==> config.mk <==
export PLATFORM = sky130hd
export DESIGN_NAME = scrle_step
export DESIGN_NICKNAME = d
export VERILOG_FILES = /design/src/sv/scrle_pkg.sv /design/src/sv/scrle_step.sv
export SDC_FILE = /design/constraint.sdc
export NUM_CORES = 1
export LEC_CHECK = 0
export BUFFER_PORTS_ARGS = -buffer_cell sky130_fd_sc_hd__clkbuf_2
export CAP_MARGIN = 30
export CORE_MARGIN = 2
export CORE_UTILIZATION = 48
export DETAILED_ROUTE_END_ITERATION = 7
export PLACE_DENSITY_LB_ADDON = 0.3
export REMOVE_ABC_BUFFERS = 1
export SETUP_SLACK_MARGIN = 0.02
export SYNTH_ARGS = -nofsm -noshare
export SYNTH_HDL_FRONTEND = slang
export SYNTH_SLANG_ARGS = --single-unit
==> constraint.sdc <==
create_clock -name vclk -period 6.3
set_clock_uncertainty 0.2 [all_clocks]
set_input_delay 0.945 -clock vclk [all_inputs]
set_output_delay 0.945 -clock vclk [all_outputs]
set_load 0.05 [all_outputs]
==> src/sv/scrle_pkg.sv <==
// Package: shared types and constants of the signed-count run-length decoder.
`default_nettype none
package scrle_pkg;

    localparam int unsigned ByteW   = 8;
    localparam int unsigned OffsetW = 17;
    localparam int unsigned CapW    = 16;
    localparam int unsigned OutOffW = 16;

    localparam logic [OffsetW-1:0] OffsetMax  = '1;
    localparam logic [CapW-1:0]    CapReset   = 16'd16000;
    localparam logic [8:0]         RepeatBase = 9'd257;

    typedef enum logic [1:0] {
        MODE_HEADER  = 2'd0,
        MODE_LITERAL = 2'd1,
        MODE_REPEAT  = 2'd2
    } mode_t;

    typedef struct packed {
        logic [ByteW-1:0] in_byte;
        logic             block_end;
    } in_t;

    typedef struct packed {
        logic [ByteW-1:0]   out_value;
        logic [ByteW-1:0]   run_length;
        logic [OutOffW-1:0] out_offset;
        logic               overflow;
    } out_t;

    typedef logic [CapW-1:0] cfg_t;

    typedef struct packed {
        mode_t              mode;
        logic [ByteW-1:0]   literals_left;
        logic [ByteW-1:0]   repeat_count;
        logic [OffsetW-1:0] write_offset;
    } state_t;

endpackage
`default_nettype wire

==> src/sv/scrle_step.sv <==
// Decode step: next parse state and optional result for one compressed byte.
`default_nettype none
module scrle_step (
    input  scrle_pkg::state_t          state,
    input  scrle_pkg::in_t             item,
    input  logic [scrle_pkg::CapW-1:0] dest_capacity,
    output scrle_pkg::state_t          state_next,
    output logic                       produced,
    output scrle_pkg::out_t            result
);
    import scrle_pkg::*;

    logic [ByteW-1:0]   run;
    logic [OffsetW:0]   sum;
    logic [ByteW-1:0]   lit_dec;

    always_comb
    begin
        state_next = state;
        produced   = 1'b0;
        run        = 8'd1;
        lit_dec    = state.literals_left - 8'd1;

        unique case (state.mode)
            MODE_LITERAL:
            begin
                produced                 = 1'b1;
                run                      = 8'd1;
                state_next.literals_left = lit_dec;
                if (lit_dec == '0)
                begin
                    state_next.mode = MODE_HEADER;
                end
            end
            MODE_REPEAT:
            begin
                produced                = 1'b1;
                run                     = state.repeat_count;
                state_next.repeat_count = '0;
                state_next.mode         = MODE_HEADER;
            end
            default:
            begin
                // header byte: sign bit picks literal run or repeat
                if (!item.in_byte[ByteW-1])
                begin
                    state_next.literals_left = item.in_byte + 8'd1;
                    state_next.mode          = MODE_LITERAL;
                end
                else
                begin
                    state_next.repeat_count = ByteW'(RepeatBase - {1'b0, item.in_byte});
                    state_next.mode         = MODE_REPEAT;
                end
            end
        endcase

        sum = {1'b0, state.write_offset} + {{(OffsetW+1-ByteW){1'b0}}, run};

        result.out_value  = item.in_byte;
        result.run_length = run;
        result.out_offset = state.write_offset[OffsetW-1] ? '1
                                                          : state.write_offset[OutOffW-1:0];
        result.overflow   = sum > {{(OffsetW+1-CapW){1'b0}}, dest_capacity};

        if (produced)
        begin
            state_next.write_offset = sum[OffsetW] ? OffsetMax : sum[OffsetW-1:0];
        end

        if (item.block_end)
        begin
            state_next.mode          = MODE_HEADER;
            state_next.literals_left = '0;
            state_next.repeat_count  = '0;
            state_next.write_offset  = '0;
        end
    end
endmodule
`default_nettype wire

==> impl_results.md <==
- Run status: complete, no violations
- Pre-CTS WS: 363 ps
- Met1 wire length: 3200 um
- Setup WS post-layout: 313 ps
- # clk buffers: 0
- YS warnings: 0
- Pleak: 1.55 nW
- Vias in the first global route: 2610
- Initial cell density of the core: 50.0%
- Slew @ Worst Pin: 920 ps
- Total Power: 0.333 mW
- Reg area: 0 um2
- Maximum Capacitance Violations: 0
- Post-DP HPWL: 5780 um
- Synth top area share: 16.3%
- First-pass GRT wire length: 11500 um
- Syn Inst Count: 361
- Commonest non-fill, non-tap cell in the layout: clkbuf_2
- Core area: 0.00475 mm2
- Top Metal Used: met4
- Yosys cell types: 54
- Via count: 2979
- DRC errors left: 0
- CTS resizes: 0
- ANT nets after route: 0
- Period utilisation layout: 95.0%
- HP Class: input port to output port
- Cells after DPL: 527
- Mean Syn Cell Area: 6.59 um2
- PortBufs: 129
- Hold WS: 2070 ps
- # rows: 25
- Die Y: 74.4 um
- Slew Viols, Final: 0
- Highest-count cells in the layout ignoring fill and taps: clkbuf_2 (129), ha_1 (31), nor2_1 (30)
- Final setup viols: 0
- Post-CTS setup buffer count: 0
- Critical Path Sink: result[0]
- DIE WIDTH: 74.4 um
- Ant. Diodes: 0
- Initial antenna violation count: 0
- Worst setup EP type: output port
- Worst path required time: 5150 ps
- VDD IR-drop max: 0.0770 mV
- Slew HR: 38.5%
- Vias per Instance: 5.65
- Fmax: 167 MHz
- Period minus WS final: 5990 ps
- Critical Path Start: state[33]
- Fin cells: 527
- Critical path fanouts, max: 16
- Pin count of the biggest net entering global routing: 33
- CP startpoint kind: input port
- Design area: 0.00295 mm2
- CP Class: input port to output port
- Seq Cell Count: 0
- Hold Path Depth: 2
- GRT Util Overall: 24.9%
- RSZ-0062 raised after global routing: false
- Hold Fails Final Rpt: 0
- Synth area leaders: ha_1 (16%), xor2_1 (5.2%), nor3_1 (5.1%)
- Final core utilization: 62.0%
- First drt pass iteration count: 4
- Share of cells above drive strength 1: 34.1%
- Critical Path AT: 4840 ps
- Nets: 554
- Biggest area consumer among synthesized cells: ha_1
- GPL Wtd Cong: 0.932
- Area growth syn-to-layout: 24.0%
- Met3 wire len: 600 um
- Pwr Density: 113 mW/mm2
- DR WL/cell: 13.7 um
- Die Area: 0.00553 mm2
- Num ports: 129
- Setup TNS: 0 ps
- Total placed instance area: 0.00295 mm2
- Seq/Total Area, Yosys: 0%
- Routed WL: 7220 um
- Grt total ovfl: 0
- Post-Synthesis Cell Area: 0.00238 mm2
- Metal2 WL: 3350 um
- Post-CTS Hold Fix Bufs: 0
- Drt initial violations: 166
==> where the power goes <==
part	switching [mW]	total, mW	internal (mW)
Clock	0	0	0
Combinational	0.233	0.333	0.100
Sequential	0	0	0
==> worst min path at each step <==
stage / startpoint / end / slack (ps)
after floorplan: item[1] / result[25] / 1690
after global placement: item[2] / result[26] / 2070
after detailed placement: item[2] / result[26] / 2070
after CTS: item[2] / result[26] / 2070
after global routing: item[7] / result[31] / 2080
final: item[7] / result[31] / 2070
==> final cells by class <==
class | count | area, um2
well taps | 67 | 83.8
inverters | 28 | 105
multi-input cells | 302 | 2110
fillers | 490 | 1810
repair buffers | 130 | 653
==> kinds of logic after synthesis <==
family                   synth area share [%]
AND/OR/NAND/NOR                          32.8
XOR/XNOR                                 9.95
multiplexers                             3.53
AO/OA/AOI/OAI                            25.2
buffers and inverters                    11.4
adder cells (fa/ha/maj)                  17.2
==> cell usage after synthesis, drive strengths merged (8+ instances only) <==
master / number
nor2: 31
xnor2: 13
ha: 31
buf: 15
inv: 28
o21ai: 17
and2: 8
or2: 16
nor3: 25
a21oi: 24
nand2: 26
a211oi: 9
clkbuf: 16
xor2: 14
==> layer usage <==
layer / vias up / global-route usage, %
met5: - / 0
met4: 0 / 3.37
met3: 9 / 0.949
met2: 130 / 44.2
met1: 1346 / 34.2
li1: 1494 / -
==> worst max-delay path, stage by stage <==
cell and delay [ps]:
clkbuf_2 110, inv_1 60, ha_1 490, nand2b_1 140
ha_1 240, fa_1 440, a211oi_1 350, o211ai_1 170
nand2_1 200, xnor2_1 160, ha_1 270, nand4_1 160
nor3b_1 70, or3_1 400, a221oi_1 260, o22ai_1 130
clkbuf_2 250
(Power assumes the default switching activity.)
