**src/sv/scrle_pkg.sv**
```systemverilog
// Package: shared types and constants of the signed-count run-length decoder.
`default_nettype none
package scrle_pkg;

    localparam int unsigned ByteW   = 8;
    localparam int unsigned OffsetW = 17;
    localparam int unsigned CapW    = 16;
    localparam int unsigned OutOffW = 16;

    localparam logic [OffsetW-1:0] OffsetMax  = '1;
    localparam logic [CapW-1:0]    CapReset   = 16'd16000;
    localparam logic [8:0]         RepeatBase = 9'd257;

    typedef enum logic [1:0] {
        MODE_HEADER  = 2'd0,
        MODE_LITERAL = 2'd1,
        MODE_REPEAT  = 2'd2
    } mode_t;

    typedef struct packed {
        logic [ByteW-1:0] in_byte;
        logic             block_end;
    } in_t;

    typedef struct packed {
        logic [ByteW-1:0]   out_value;
        logic [ByteW-1:0]   run_length;
        logic [OutOffW-1:0] out_offset;
        logic               overflow;
    } out_t;

    typedef logic [CapW-1:0] cfg_t;

    typedef struct packed {
        mode_t              mode;
        logic [ByteW-1:0]   literals_left;
        logic [ByteW-1:0]   repeat_count;
        logic [OffsetW-1:0] write_offset;
    } state_t;

endpackage
`default_nettype wire

```
**src/sv/scrle_skid.sv**
```systemverilog
// Output register with skid stage: decouples result delivery from input acceptance.
`default_nettype none
module scrle_skid (
    input  logic            clk,
    input  logic            rst_n,
    input  logic            push,
    input  scrle_pkg::out_t push_data,
    output logic            can_push,
    output logic            out_valid,
    input  logic            out_ready,
    output scrle_pkg::out_t out_data
);
    import scrle_pkg::*;

    logic main_valid_reg;
    logic skid_valid_reg;
    out_t main_reg;
    out_t skid_reg;
    logic out_fire;

    assign out_fire  = main_valid_reg && out_ready;
    assign can_push  = !skid_valid_reg;
    assign out_valid = main_valid_reg;
    assign out_data  = main_reg;

    always_ff @(posedge clk or negedge rst_n)
    begin
        if (!rst_n)
        begin
            main_valid_reg <= 1'b0;
            skid_valid_reg <= 1'b0;
        end
        else
        begin
            if (!main_valid_reg || out_fire)
            begin
                // advance skid into main, or load the new request directly
                if (skid_valid_reg)
                begin
                    main_valid_reg <= 1'b1;
                    skid_valid_reg <= 1'b0;
                end
                else
                begin
                    main_valid_reg <= push;
                end
            end
            else if (push)
            begin
                skid_valid_reg <= 1'b1;
            end
        end
    end

    always_ff @(posedge clk)
    begin
        if (!main_valid_reg || out_fire)
        begin
            main_reg <= skid_valid_reg ? skid_reg : push_data;
        end
        else if (push)
        begin
            skid_reg <= push_data;
        end
    end
endmodule
`default_nettype wire

```
**config.mk**
```make
export PLATFORM = sky130hd
export DESIGN_NAME = scrle_skid
export DESIGN_NICKNAME = d
export VERILOG_FILES = /design/src/sv/scrle_pkg.sv /design/src/sv/scrle_skid.sv
export SDC_FILE = /design/constraint.sdc
export NUM_CORES = 1
export LEC_CHECK = 0
export BUFFER_PORTS_ARGS = -buffer_cell sky130_fd_sc_hd__buf_2
export CORE_MARGIN = 4
export CORE_UTILIZATION = 39
export CTS_CLUSTER_SIZE = 40
export DETAILED_ROUTE_END_ITERATION = 10
export PLACE_DENSITY = 0.73
export SYNTH_ARGS = -nofsm -noshare
export SYNTH_HDL_FRONTEND = slang
export SYNTH_SLANG_ARGS = --single-unit
```
**constraint.sdc**
```tcl
create_clock -name clk -period 9.31 [get_ports clk]
set_input_delay 0.931 -clock clk [delete_from_list [all_inputs] [get_ports clk]]
set_output_delay 0.931 -clock clk [all_outputs]
set_load 0.02 [all_outputs]
```
==> impl_table.tex, run 1 <==
\begin{tabular}{lr}
\hline
Metric & Value \\
\hline
\multicolumn{2}{l}{\textbf{Power}} \\
Share of power burned in the clock network & between 20\% and 30\% \\
Total net switching power & between 100 and 150 µW \\
Peak ir drop on the vdd network & around 0.13 mV \\
Net switching share of the total power & between 20\% and 30\% \\
Ratio of total power to cell area & 202 mW/mm² \\
Comb pwr share & a little under an eighth \\
Relative contribution of sequential cells to total power & 58.7\% \\
Total internal power & 488 µW \\
Static leakage power & roughly 1.3 nW \\
\multicolumn{2}{l}{\textbf{Job}} \\
Max capacitance violation total & 0 \\
\multicolumn{2}{l}{\textbf{Timing}} \\
RSZ-0062 raised after global routing & false \\
Ratio of final minimum period to clock period & 28.2\% \\
Slew headroom & 32.7\% \\
Number of slew-limit violations in the final report & 0 \\
Worst clock skew & 6.13 ps \\
Count of final setup violators & 0 \\
Maximum clock rate & 381 MHz \\
Shortest period the worst path allows & 2620 ps \\
Accumulated negative setup slack & 0 ps \\
Transition time at the pin with the least slew margin & between 1000 and 1500 ps \\
Final worst hold slack & 382 ps \\
Final Hold Fails & 0 \\
\multicolumn{2}{l}{\textbf{Logic synthesis}} \\
Synth Cell Area & $\sim$0.0026 mm² \\
Average footprint of a synthesized cell & 23.3 µm² \\
Fraction of synthesized cell area taken by the top area cell type & between 70\% and 80\% \\
Synth Register Bits & 68 \\
Distinct cell type count of the synthesized netlist & 10 \\
Sequential element share of the synthesized area & 77.9\% \\
Syn Nets & about 150 \\
Yosys warning total & 0 \\
Biggest area consumer among synthesized cells & edfxtp\_1 \\
Area contributors post-synth & edfxtp\_1 (76\%), mux2\_4 (16\%), buf\_12 (2.3\%), mux2\_2 (2.2\%), dfrtp\_1 (1.9\%) \\
Synth Instances & approximately 110 \\
\multicolumn{2}{l}{\textbf{Worst setup path}} \\
Number of buffers and inverters on the critical path & 1 \\
Data required time of the critical path & 9260 ps \\
Kind of cell adding the most delay to the critical path & simple AND/OR/NAND/NOR gates \\
Data arrival time of the critical path & $\sim$2600 ps \\
Crit path cell chain & buf\_2 -> nand2b\_2 -> nor2\_4 \\
Highest cell delay on the worst timing path & slightly above 900 ps \\
Critical-path cell with the highest stage delay & nor2\_4 \\
Critical-path maximum fanout & 36 \\
Kind of start point of the critical path & primary input \\
Classification of the worst setup path & primary input to register \\
Element type at the critical path end & register \\
\multicolumn{2}{l}{\textbf{GRT}} \\
Vias in the first global route & between 1000 and 1500 \\
Largest net degree at the start of global routing & 37 \\
First-pass GRT wire length & $\sim$6600 µm \\
Initial antenna violation count & 0 \\
Total global routing track utilization & $\sim$11\% \\
Overflow after GRT & 0 \\
\multicolumn{2}{l}{\textbf{Clock network}} \\
Number of levels in the clock H-tree & 3 \\
Clock tree from TritonCTS & built \\
Cts-stage hold buffer count & 0 \\
CTS Root Cell & clkbuf\_8 \\
Cts bufs inserted & 9 \\
Clock edge transition at the registers on the reported setup and hold paths & 60 ps \\
Worst skew pair latency & 330 ps \\
TritonCTS Sinks & 68 \\
Post-CTS Setup Inserts & 0 \\
Clock tree buffer depth & 2 \\
Number of gates given a new drive strength after cts & 0 \\
\multicolumn{2}{l}{\textbf{Place}} \\
Routability Congestion & slightly below 0.7 \\
Number of buffers inserted by port buffering & 71 \\
HPWL Detailed & roughly 2900 µm \\
\multicolumn{2}{l}{\textbf{Detailed routing}} \\
DR vias/cell & approximately 4.5 \\
Iteration count of the initial detailed-routing pass & 4 \\
Total number of vias & 1219 \\
Count of antenna-violating nets left after detailed routing & 0 \\
First-iteration detailed-routing DRC count & 40 \\
Routed wire length per instance & between 15 and 20 µm \\
WL final & between 4000 and 5000 µm \\
Post-route DRC & 0 \\
\multicolumn{2}{l}{\textbf{Die}} \\
Top-Level Pins & 72 \\
Num rows & 29 \\
Standard cell core area & 0.00642 mm² \\
Initial standard-cell utilization of the core & about two fifths \\
Die height & approximately 90 µm \\
Die area & a little over 0.008 mm² \\
Die extent in x & between 80 and 90 µm \\
\multicolumn{2}{l}{\textbf{Cells and area}} \\
Fillers & roughly 540 \\
Nets & about 230 \\
Share of cells above drive strength 1 & between 60\% and 70\% \\
Antenna diode count & 0 \\
Layout overhead on the synthesized area & 20.7\% \\
\multicolumn{2}{l}{\textbf{Status}} \\
Run status & finished clean \\
\multicolumn{2}{l}{\textbf{Hold path}} \\
Min-Delay Path Class & primary input to asynchronous set/reset pin \\
\hline
\end{tabular}
## placed cells by master (no fill, tap or decap)
cell type / netlist / final
inv_1: 2 / 2
nand2b_2: 0 / 1
nand2_1: 1 / 1
clkinv_1: 0 / 4
clkinv_2: 0 / 1
dfrtp_1: 2 / 1
nor2_1: 3 / 2
buf_2: 0 / 71
dfrtp_2: 0 / 1
nor2_4: 0 / 1
edfxtp_1: 66 / 66
mux2_2: 5 / 5
clkbuf_1: 0 / 1
mux2_4: 28 / 28
clkbuf_8: 0 / 9
## layer usage
metal / GRT usage [%] / up-vias / routed length, µm
li1: - / 594 / -
met1: 13.1 / 576 / 1820
met2: 18.1 / 45 / 2210
met3: 4.59 / 4 / 245
met4: 4.21 / 0 / 54
met5: 0 / - / 0
## synth_stat cells
cell       n
nor2_1     3
nand2_1    1
buf_6      1
nand2b_1   1
buf_12     3
dfrtp_1    2
mux2_2     5
inv_1      2
mux2_4    28
edfxtp_1  66
## path summary, 6_finish.rpt
path                                                   end  slack (ps)                   start  depth (start not counted)
worst max-delay path                skid_reg[16]$_DFFE_PP_        6690               out_ready                          3
max in group asynchronous       skid_valid_reg$_DFFE_PN0P_        8820                   rst_n                          1
worst min-delay path                 out_valid$_DFFE_PN0P_         380                   rst_n                          1
worst min register to register      out_data[25]$_DFFE_PP_         540  skid_reg[25]$_DFFE_PP_                          1
worst max register to register      skid_reg[16]$_DFFE_PP_        7150   out_valid$_DFFE_PN0P_                          2
min in group clk                    out_data[25]$_DFFE_PP_         540  skid_reg[25]$_DFFE_PP_                          1
## stage by stage
| step | util [%] | setup WS [ps] | power (mW) | std cells | area (µm²) |
|---|---|---|---|---|---|
| 6_report | 49.0 | 6690 | 0.636 | 271 | 3150 |
| 4_1_cts | 49.0 | 6630 | 0.643 | 271 | 3150 |
| 3_3_place_gp | 46.7 | 6350 | 0.453 | 256 | 3000 |
| 5_1_grt | 49.0 | 6520 | 0.666 | 271 | 3150 |
| 3_5_place_dp | 46.7 | 6280 | 0.455 | 256 | 3000 |
| 2_1_floorplan | - | 5570 | 0.430 | 112 | 2610 |
## power groups by stage
stage / Clock, mW / Sequential (mW) / Combinational [mW]
after floorplan: 0 / 0.393 / 0.0366
after global placement: 0 / 0.380 / 0.0735
after detailed placement: 0 / 0.380 / 0.0751
after CTS: 0.194 / 0.374 / 0.0753
after global routing: 0.211 / 0.375 / 0.0791
final: 0.189 / 0.373 / 0.0739
## cell families after synthesis
group	count (synthesis)	synth area share, %
buffers and inverters	6	3.02
flip-flops	68	77.9
multiplexers	33	18.3
AND/OR/NAND/NOR	5	0.815
## area by class of cell
cell class / count / area, µm² / share of cell area (%)
Sequential cell: 68 / 2030 / 64.6
Multi-Input combinational cell: 38 / 508 / 16.1
Timing Repair Buffer: 71 / 355 / 11.3
Clock buffer: 10 / 128 / 4.05
Tap cell: 77 / 96.3 / 3.06
Clock inverter: 5 / 20.0 / 0.636
Inverter: 2 / 7.51 / 0.238
(Power assumes the default switching activity.)
==> run 2: changes to the inputs <==
PLACE_DENSITY = 0.76   (was 0.73)
clock period = 2.2 ns   (was 9.31 ns; I/O delays follow)
==> run 2 against run 1 <==
Power grew to 4.6 times the previous value. Clock skew is 1.7 ps higher. Worst hold slack worse by 310 ps. Critical path depth is 1 lower. Die area stayed put.
==> impl_table.tex, run 2 (same netlist as run 1, synthesis figures left out) <==
\begin{tabular}{lr}
\hline
Metric & Value \\
\hline
\multicolumn{2}{l}{\textbf{Status}} \\
Run status & finished clean \\
\multicolumn{2}{l}{\textbf{Timing}} \\
RSZ-0062 raised after global routing & false \\
Ratio of final minimum period to clock period & 67.0\% \\
Count of final setup violators & 0 (unchanged) \\
Accumulated negative setup slack & 0 ps (unchanged) \\
Worst clock skew & 7.83 ps (+1.70 ps) \\
Slew headroom & 68.9\% (+36 points) \\
Number of slew-limit violations in the final report & 0 (unchanged) \\
Shortest period the worst path allows & 1480 ps \\
Final worst hold slack & 69.8 ps (-312 ps) \\
Final WS setup & 725 ps (-5960 ps) \\
Maximum clock rate & about 680 MHz \\
Transition time at the pin with the least slew margin & 467 ps (-543 ps) \\
Final Hold Fails & 0 (unchanged) \\
\multicolumn{2}{l}{\textbf{Worst setup path}} \\
Capture instance of the worst register-to-register path & out\_data[0]\$\_DFFE\_PP\_ \\
Classification of the worst setup path & register to register \\
Data arrival time of the critical path & 1560 ps (-1010 ps) \\
Startpoint of the worst-slack reg-to-reg timing path & skid\_valid\_reg\$\_DFFE\_PN0P\_ \\
Kind of start point of the critical path & register \\
Critical-path maximum fanout & 24 (-33\%) \\
Crit path cell chain & buf\_12 -> mux2\_2 \\
Highest cell delay on the worst timing path & 600 ps (-330 ps) \\
Element type at the critical path end & register \\
Data required time of the critical path & 2290 ps (-6970 ps) \\
Worst reg2reg setup slack & 720 ps (-6430 ps) \\
Start point of the critical path & skid\_valid\_reg\$\_DFFE\_PN0P\_ \\
Critical-path cell with the highest stage delay & dfrtp\_2 \\
Number of cell instances on the worst register-to-register path & 2 (unchanged) \\
\multicolumn{2}{l}{\textbf{Die}} \\
Initial standard-cell utilization of the core & 40.6\% (unchanged) \\
Num rows & 29 (unchanged) \\
Top-Level Pins & 72 (unchanged) \\
Die height & 89.8 µm (unchanged) \\
Die area & 0.00806 mm² (unchanged) \\
Standard cell core area & 0.00642 mm² (unchanged) \\
Die extent in x & 89.8 µm (unchanged) \\
\multicolumn{2}{l}{\textbf{Power}} \\
Total chip power & 2.94 mW (+360\%) \\
Ratio of total power to cell area & 902 mW/mm² (+350\%) \\
Peak ir drop on the vdd network & 0.444 mV (+250\%) \\
Static leakage power & 1.30 nW (+3.7\%) \\
\multicolumn{2}{l}{\textbf{GRT}} \\
Vias in the first global route & 1372 (+12\%) \\
Initial antenna violation count & 0 (unchanged) \\
Largest net degree at the start of global routing & 36 (-2.7\%) \\
First-pass GRT wire length & 7050 µm (+6.1\%) \\
Total global routing track utilization & 11.4\% (+0.33 points) \\
Overflow after GRT & 0 (unchanged) \\
\multicolumn{2}{l}{\textbf{Hold path}} \\
Worst Hold Path EP & skid\_reg[7]\$\_DFFE\_PP\_ \\
Beginning of the worst hold path & push\_data[7] \\
Count of cells along the worst hold path & 1 \\
Min-Delay Path Class & primary input to register \\
\multicolumn{2}{l}{\textbf{Clock network}} \\
Number of levels in the clock H-tree & 3 (unchanged) \\
Worst skew pair latency & 340 ps (about the same) \\
Cts bufs inserted & 9 (unchanged) \\
Clock tree from TritonCTS & built \\
Clock tree buffer depth & 2 (unchanged) \\
Number of gates given a new drive strength after cts & 0 (unchanged) \\
TritonCTS Sinks & 68 (unchanged) \\
Clock edge transition at the registers on the reported setup and hold paths & 90 ps (+30 ps) \\
CTS Root Cell & clkbuf\_8 \\
\multicolumn{2}{l}{\textbf{Place}} \\
Cell area after placement & 0.00305 mm² (+1.6\%) \\
Routability Congestion & 0.701 (+1.7\%) \\
Number of buffers inserted by port buffering & 71 (unchanged) \\
HPWL Detailed & 2980 µm (+3.1\%) \\
Worst slack at placement & 730 ps (-5550 ps) \\
\multicolumn{2}{l}{\textbf{Cells and area}} \\
Commonest cells after routing, fill and taps aside & buf\_2 (71), edfxtp\_1 (66), mux2\_4 (28) \\
Antenna diode count & 0 (unchanged) \\
Share of cells above drive strength 1 & 63.3\% (+3.0 points) \\
Post-Layout Inst Area & 0.00326 mm² (+3.6\%) \\
Nets & 231 (+1.8\%) \\
Layout overhead on the synthesized area & 25.0\% \\
Most frequent standard cell in the layout excluding fill and tap cells & buf\_2 \\
\multicolumn{2}{l}{\textbf{Detailed routing}} \\
WL final & 4320 µm (about the same) \\
First-iteration detailed-routing DRC count & 36 (-10\%) \\
Count of antenna-violating nets left after detailed routing & 0 (unchanged) \\
Routed wire length per instance & 15.7 µm (-1.8\%) \\
Post-route DRC & 0 (unchanged) \\
Total number of vias & 1252 (+2.7\%) \\
DR vias/cell & 4.54 (+0.85\%) \\
Iteration count of the initial detailed-routing pass & 4 (unchanged) \\
\multicolumn{2}{l}{\textbf{Job}} \\
Max capacitance violation total & 0 (unchanged) \\
\hline
\end{tabular}
-- run 2: cell types whose count changed in the layout (fill, tap and decap cells not counted), sizes merged --
cell and change:
inv +4, dlygate4sd3 +1, clkinvlp +2, bufinv +1, clkinv -5, buf +3, clkbuf -1
-- run 2: layer usage --
layer | vias to the layer above | part of all wire (%) | GRT usage [%]
met5 | - | 0 | 0
met4 | 0 | 0.72 | 4.60
met3 | 3 | 5.7 | 4.59
met2 | 42 | 53 | 18.8
met1 | 605 | 41 | 13.3
li1 | 602 | - | -
-- run 2: worst max-delay path, delay by kind of cell (launching register included) --
kind,cells,cell delay (ps)
mux,1,360
buf+inv,1,260
flops,1,600
-- run 2: layout make-up --
class                   count  area [µm²]
repair buffers             75         413
multi-input cells          38         508
inverters                   2        7.51
well taps                  77        96.3
fillers                   522        3160
flip-flops and latches     68        2030
clock inverters             7        80.1
clock buffers               9         124
-- run 2: timing repair --
item | in CTS | in global routing
buffers inserted | 0 | 0
hold buffers | 1 | 0
endpoints found under the hold margin | 2 | 0
-- run 2: worst max-delay path by stage --
stage,to,slack (ps),depth (start not counted)
after detailed placement,out_data[0]$_DFFE_PP_,730,2
after global routing,out_data[32]$_DFFE_PP_,670,2
after global placement,out_data[30]$_DFFE_PP_,760,2
final,out_data[0]$_DFFE_PP_,720,2
after CTS,out_data[0]$_DFFE_PP_,720,2
after floorplan,skid_reg[0]$_DFFE_PP_,260,2
-- run 2: stage by stage --
step,std cells,util (%)
after floorplan,112,-
after global placement,259,47.5
after detailed placement,259,47.5
after CTS,276,50.8
after global routing,276,50.8
final,276,50.8
-- run 2: where the power goes --
part | switching, mW | internal [mW] | total [mW]
Sequential | 0.0305 | 1.53 | 1.56
Clock | 0.502 | 0.539 | 1.04
Combinational | 0.184 | 0.156 | 0.340
==> run 3: changes to the inputs <==
PLACE_DENSITY = 0.73   (was 0.76)
clock period = 1.4 ns   (was 2.2 ns; I/O delays follow)
==> run 3 against run 2 <==
Sequential share of layout area decreased by 5.4 points. Routed wire length increased by 7.2%. Global-route usage increased by 1.1 points. Critical endpoint is now can_push.
==> impl_table.tex, run 3 (same netlist as run 1, synthesis figures left out) <==
\begin{tabular}{lr}
\hline
Metric & Value \\
\hline
\multicolumn{2}{l}{\textbf{Timing}} \\
Count of final setup violators & 0 (unchanged) \\
Shortest period the worst path allows & approximately 1300 ps \\
Slew headroom & 79.7\% (+11 points) \\
Worst clock skew & 7.78 ps (-0.0504 ps) \\
Transition time at the pin with the least slew margin & 305 ps (-162 ps) \\
Ratio of final minimum period to clock period & between 90 and 100\% \\
Final worst hold slack & 21.7 ps (-48.1 ps) \\
Maximum clock rate & 769 MHz \\
Number of slew-limit violations in the final report & 0 (unchanged) \\
RSZ-0062 raised after global routing & false \\
Final Hold Fails & 0 (unchanged) \\
\multicolumn{2}{l}{\textbf{Cells and area}} \\
Fillers & 537 (+2.9\%) \\
Share of cells above drive strength 1 & 53.4\% (-9.9 points) \\
Most frequent standard cell in the layout excluding fill and tap cells & buf\_2 \\
Antenna diode count & 0 (unchanged) \\
Commonest cells after routing, fill and taps aside & buf\_2 (71), edfxtp\_1 (66), dlygate4sd3\_1 (33) \\
Nets & 266 (+15\%) \\
Layout overhead on the synthesized area & 36.9\% \\
\multicolumn{2}{l}{\textbf{Die}} \\
Num rows & 29 (unchanged) \\
Die extent in x & 89.8 µm (unchanged) \\
Die area & 0.00806 mm² (unchanged) \\
Standard cell core area & 0.00642 mm² (unchanged) \\
Die height & 89.8 µm (unchanged) \\
Top-Level Pins & 72 (unchanged) \\
Initial standard-cell utilization of the core & 40.6\% (unchanged) \\
\multicolumn{2}{l}{\textbf{Worst setup path}} \\
Classification of the worst setup path & register to output port \\
Critical-path maximum fanout & 19 (-21\%) \\
Data arrival time of the critical path & 1160 ps (-400 ps) \\
Element type at the critical path end & output port \\
Kind of start point of the critical path & register \\
Data required time of the critical path & 1260 ps (-1030 ps) \\
\multicolumn{2}{l}{\textbf{GRT}} \\
Met1 demand-to-capacity share in global routing & 14.9\% (+1.6 points) \\
Largest net degree at the start of global routing & 23 (-36\%) \\
Vias in the first global route & 1579 (+15\%) \\
Overflow after GRT & 0 (unchanged) \\
Met2 track demand over resource & 19.3\% (+0.50 points) \\
Initial antenna violation count & 0 (unchanged) \\
Total global routing track utilization & 12.5\% (+1.1 points) \\
M3 GR Usage & 4.92\% (+0.33 points) \\
First-pass GRT wire length & 7850 µm (+11\%) \\
Most Used Layer, Global Route & met2 \\
\multicolumn{2}{l}{\textbf{Power}} \\
Peak ir drop on the vdd network & 0.594 mV (+34\%) \\
Total chip power & 4.38 mW (+49\%) \\
Static leakage power & 1.44 nW (+11\%) \\
Ratio of total power to cell area & 1230 mW/mm² (+36\%) \\
\multicolumn{2}{l}{\textbf{Status}} \\
Run status & finished clean \\
\multicolumn{2}{l}{\textbf{Detailed routing}} \\
Count of antenna-violating nets left after detailed routing & 0 (unchanged) \\
DR vias/cell & 4.48 (-1.3\%) \\
Routed wire length per instance & 14.9 µm (-4.8\%) \\
First-iteration detailed-routing DRC count & 60 (+67\%) \\
Total number of vias & 1392 (+11\%) \\
WL final & 4640 µm (+7.2\%) \\
Post-route DRC & 0 (unchanged) \\
Iteration count of the initial detailed-routing pass & 4 (unchanged) \\
\multicolumn{2}{l}{\textbf{Clock network}} \\
Clock tree buffer depth & 2 (unchanged) \\
TritonCTS Sinks & 68 (unchanged) \\
Worst skew pair latency & 330 ps (about the same) \\
CTS Root Cell & clkbuf\_8 \\
Number of levels in the clock H-tree & 3 (unchanged) \\
Clock tree from TritonCTS & built \\
Clock edge transition at the registers on the reported setup and hold paths & 70 ps (-20 ps) \\
Number of gates given a new drive strength after cts & 0 (unchanged) \\
Post-CTS Setup Inserts & 0 (unchanged) \\
Cts bufs inserted & 9 (unchanged) \\
\multicolumn{2}{l}{\textbf{Place}} \\
Number of buffers inserted by port buffering & 71 (unchanged) \\
Routability Congestion & 0.699 (-0.23\%) \\
HPWL Detailed & 3130 µm (+5.1\%) \\
\multicolumn{2}{l}{\textbf{Job}} \\
Max capacitance violation total & 0 (unchanged) \\
\multicolumn{2}{l}{\textbf{Hold path}} \\
Min-Delay Path Class & primary input to register \\
\hline
\end{tabular}
[run 3: cell types whose count changed in the layout (fill, tap and decap cells not counted)]
cell           previous run  this run
dfrtp_1                   1         0
clkinv_2                  0         2
buf_4                     1         3
dfrtp_2                   1         2
clkbuf_1                  0         4
dlygate4sd3_1             1        33
buf_12                    2         3
bufinv_16                 1         0
inv_6                     4         0
nand2b_4                  0         1
nand2b_2                  1         0
clkinvlp_4                2         0
clkinv_1                  0         1
[run 3: cell type report]
type                       count  area (µm²)  area share [%]
sequential                    68        2030            57.0
clock buffer                  13         139            3.89
timing repair buffer         110         768            21.5
multi-input combinational     38         513            14.4
inverter                       2        7.51           0.210
clock inverter                 3        13.8           0.385
tap                           77        96.3            2.70
[run 3: final timing paths]
| kind | startpoint | to | slack (ps) | depth (start not counted) |
|---|---|---|---|---|
| setup / recovery | skid_valid_reg$_DFFE_PN0P_ | can_push | 100 | 3 |
| hold / removal | push_data[6] | skid_reg[6]$_DFFE_PP_ | 20 | 1 |
| setup reg to reg | skid_valid_reg$_DFFE_PN0P_ | out_data[0]$_DFFE_PP_ | 180 | 2 |
| hold reg to reg | skid_reg[8]$_DFFE_PP_ | out_data[8]$_DFFE_PP_ | 550 | 1 |
| max in group asynchronous | rst_n | skid_valid_reg$_DFFE_PN0P_ | 1160 | 2 |
| min in group asynchronous | rst_n | out_valid$_DFFE_PN0P_ | 120 | 2 |
[run 3: what timing repair did]
item	in CTS	in global routing
hold buffers	32	1
endpoints found under the hold margin	33	1
endpoints found under the setup margin	0	0
[run 3: where the power goes]
| part | switching [mW] | leakage [nW] | internal [mW] | total (mW) |
|---|---|---|---|---|
| Sequential | 0.0384 | 0.657 | 2.41 | 2.45 |
| Combinational | 0.315 | 0.708 | 0.318 | 0.633 |
| Clock | 0.667 | 0.0788 | 0.634 | 1.30 |
| Total | 1.02 | 1.44 | 3.36 | 4.38 |
[run 3: routing by layer]
metal | routed length [µm] | up-vias | part of all wire (%)
met3 | 319 | 6 | 6.9
met4 | 53 | 0 | 1.1
li1 | - | 667 | -
met1 | 1920 | 672 | 41
met5 | 0 | - | 0
met2 | 2350 | 47 | 51
[run 3: critical path, cell delays in order (launching register included)]
cell and delay, ps:
dfrtp_2 440, buf_12 170, inv_1 60, buf_2 150
[run 3: metrics by stage]
stage          setup slack, ps  setup TNS (ps)  util [%]  cell area [µm²]  cells
2_1_floorplan             -268           -8830         -             2630    112
3_3_place_gp               220               0      48.1             3090    262
3_5_place_dp               201               0      48.1             3090    262
4_1_cts                   79.3               0      55.5             3560    310
5_1_grt                   43.1               0      55.6             3570    311
6_report                  99.6               0      55.6             3570    311
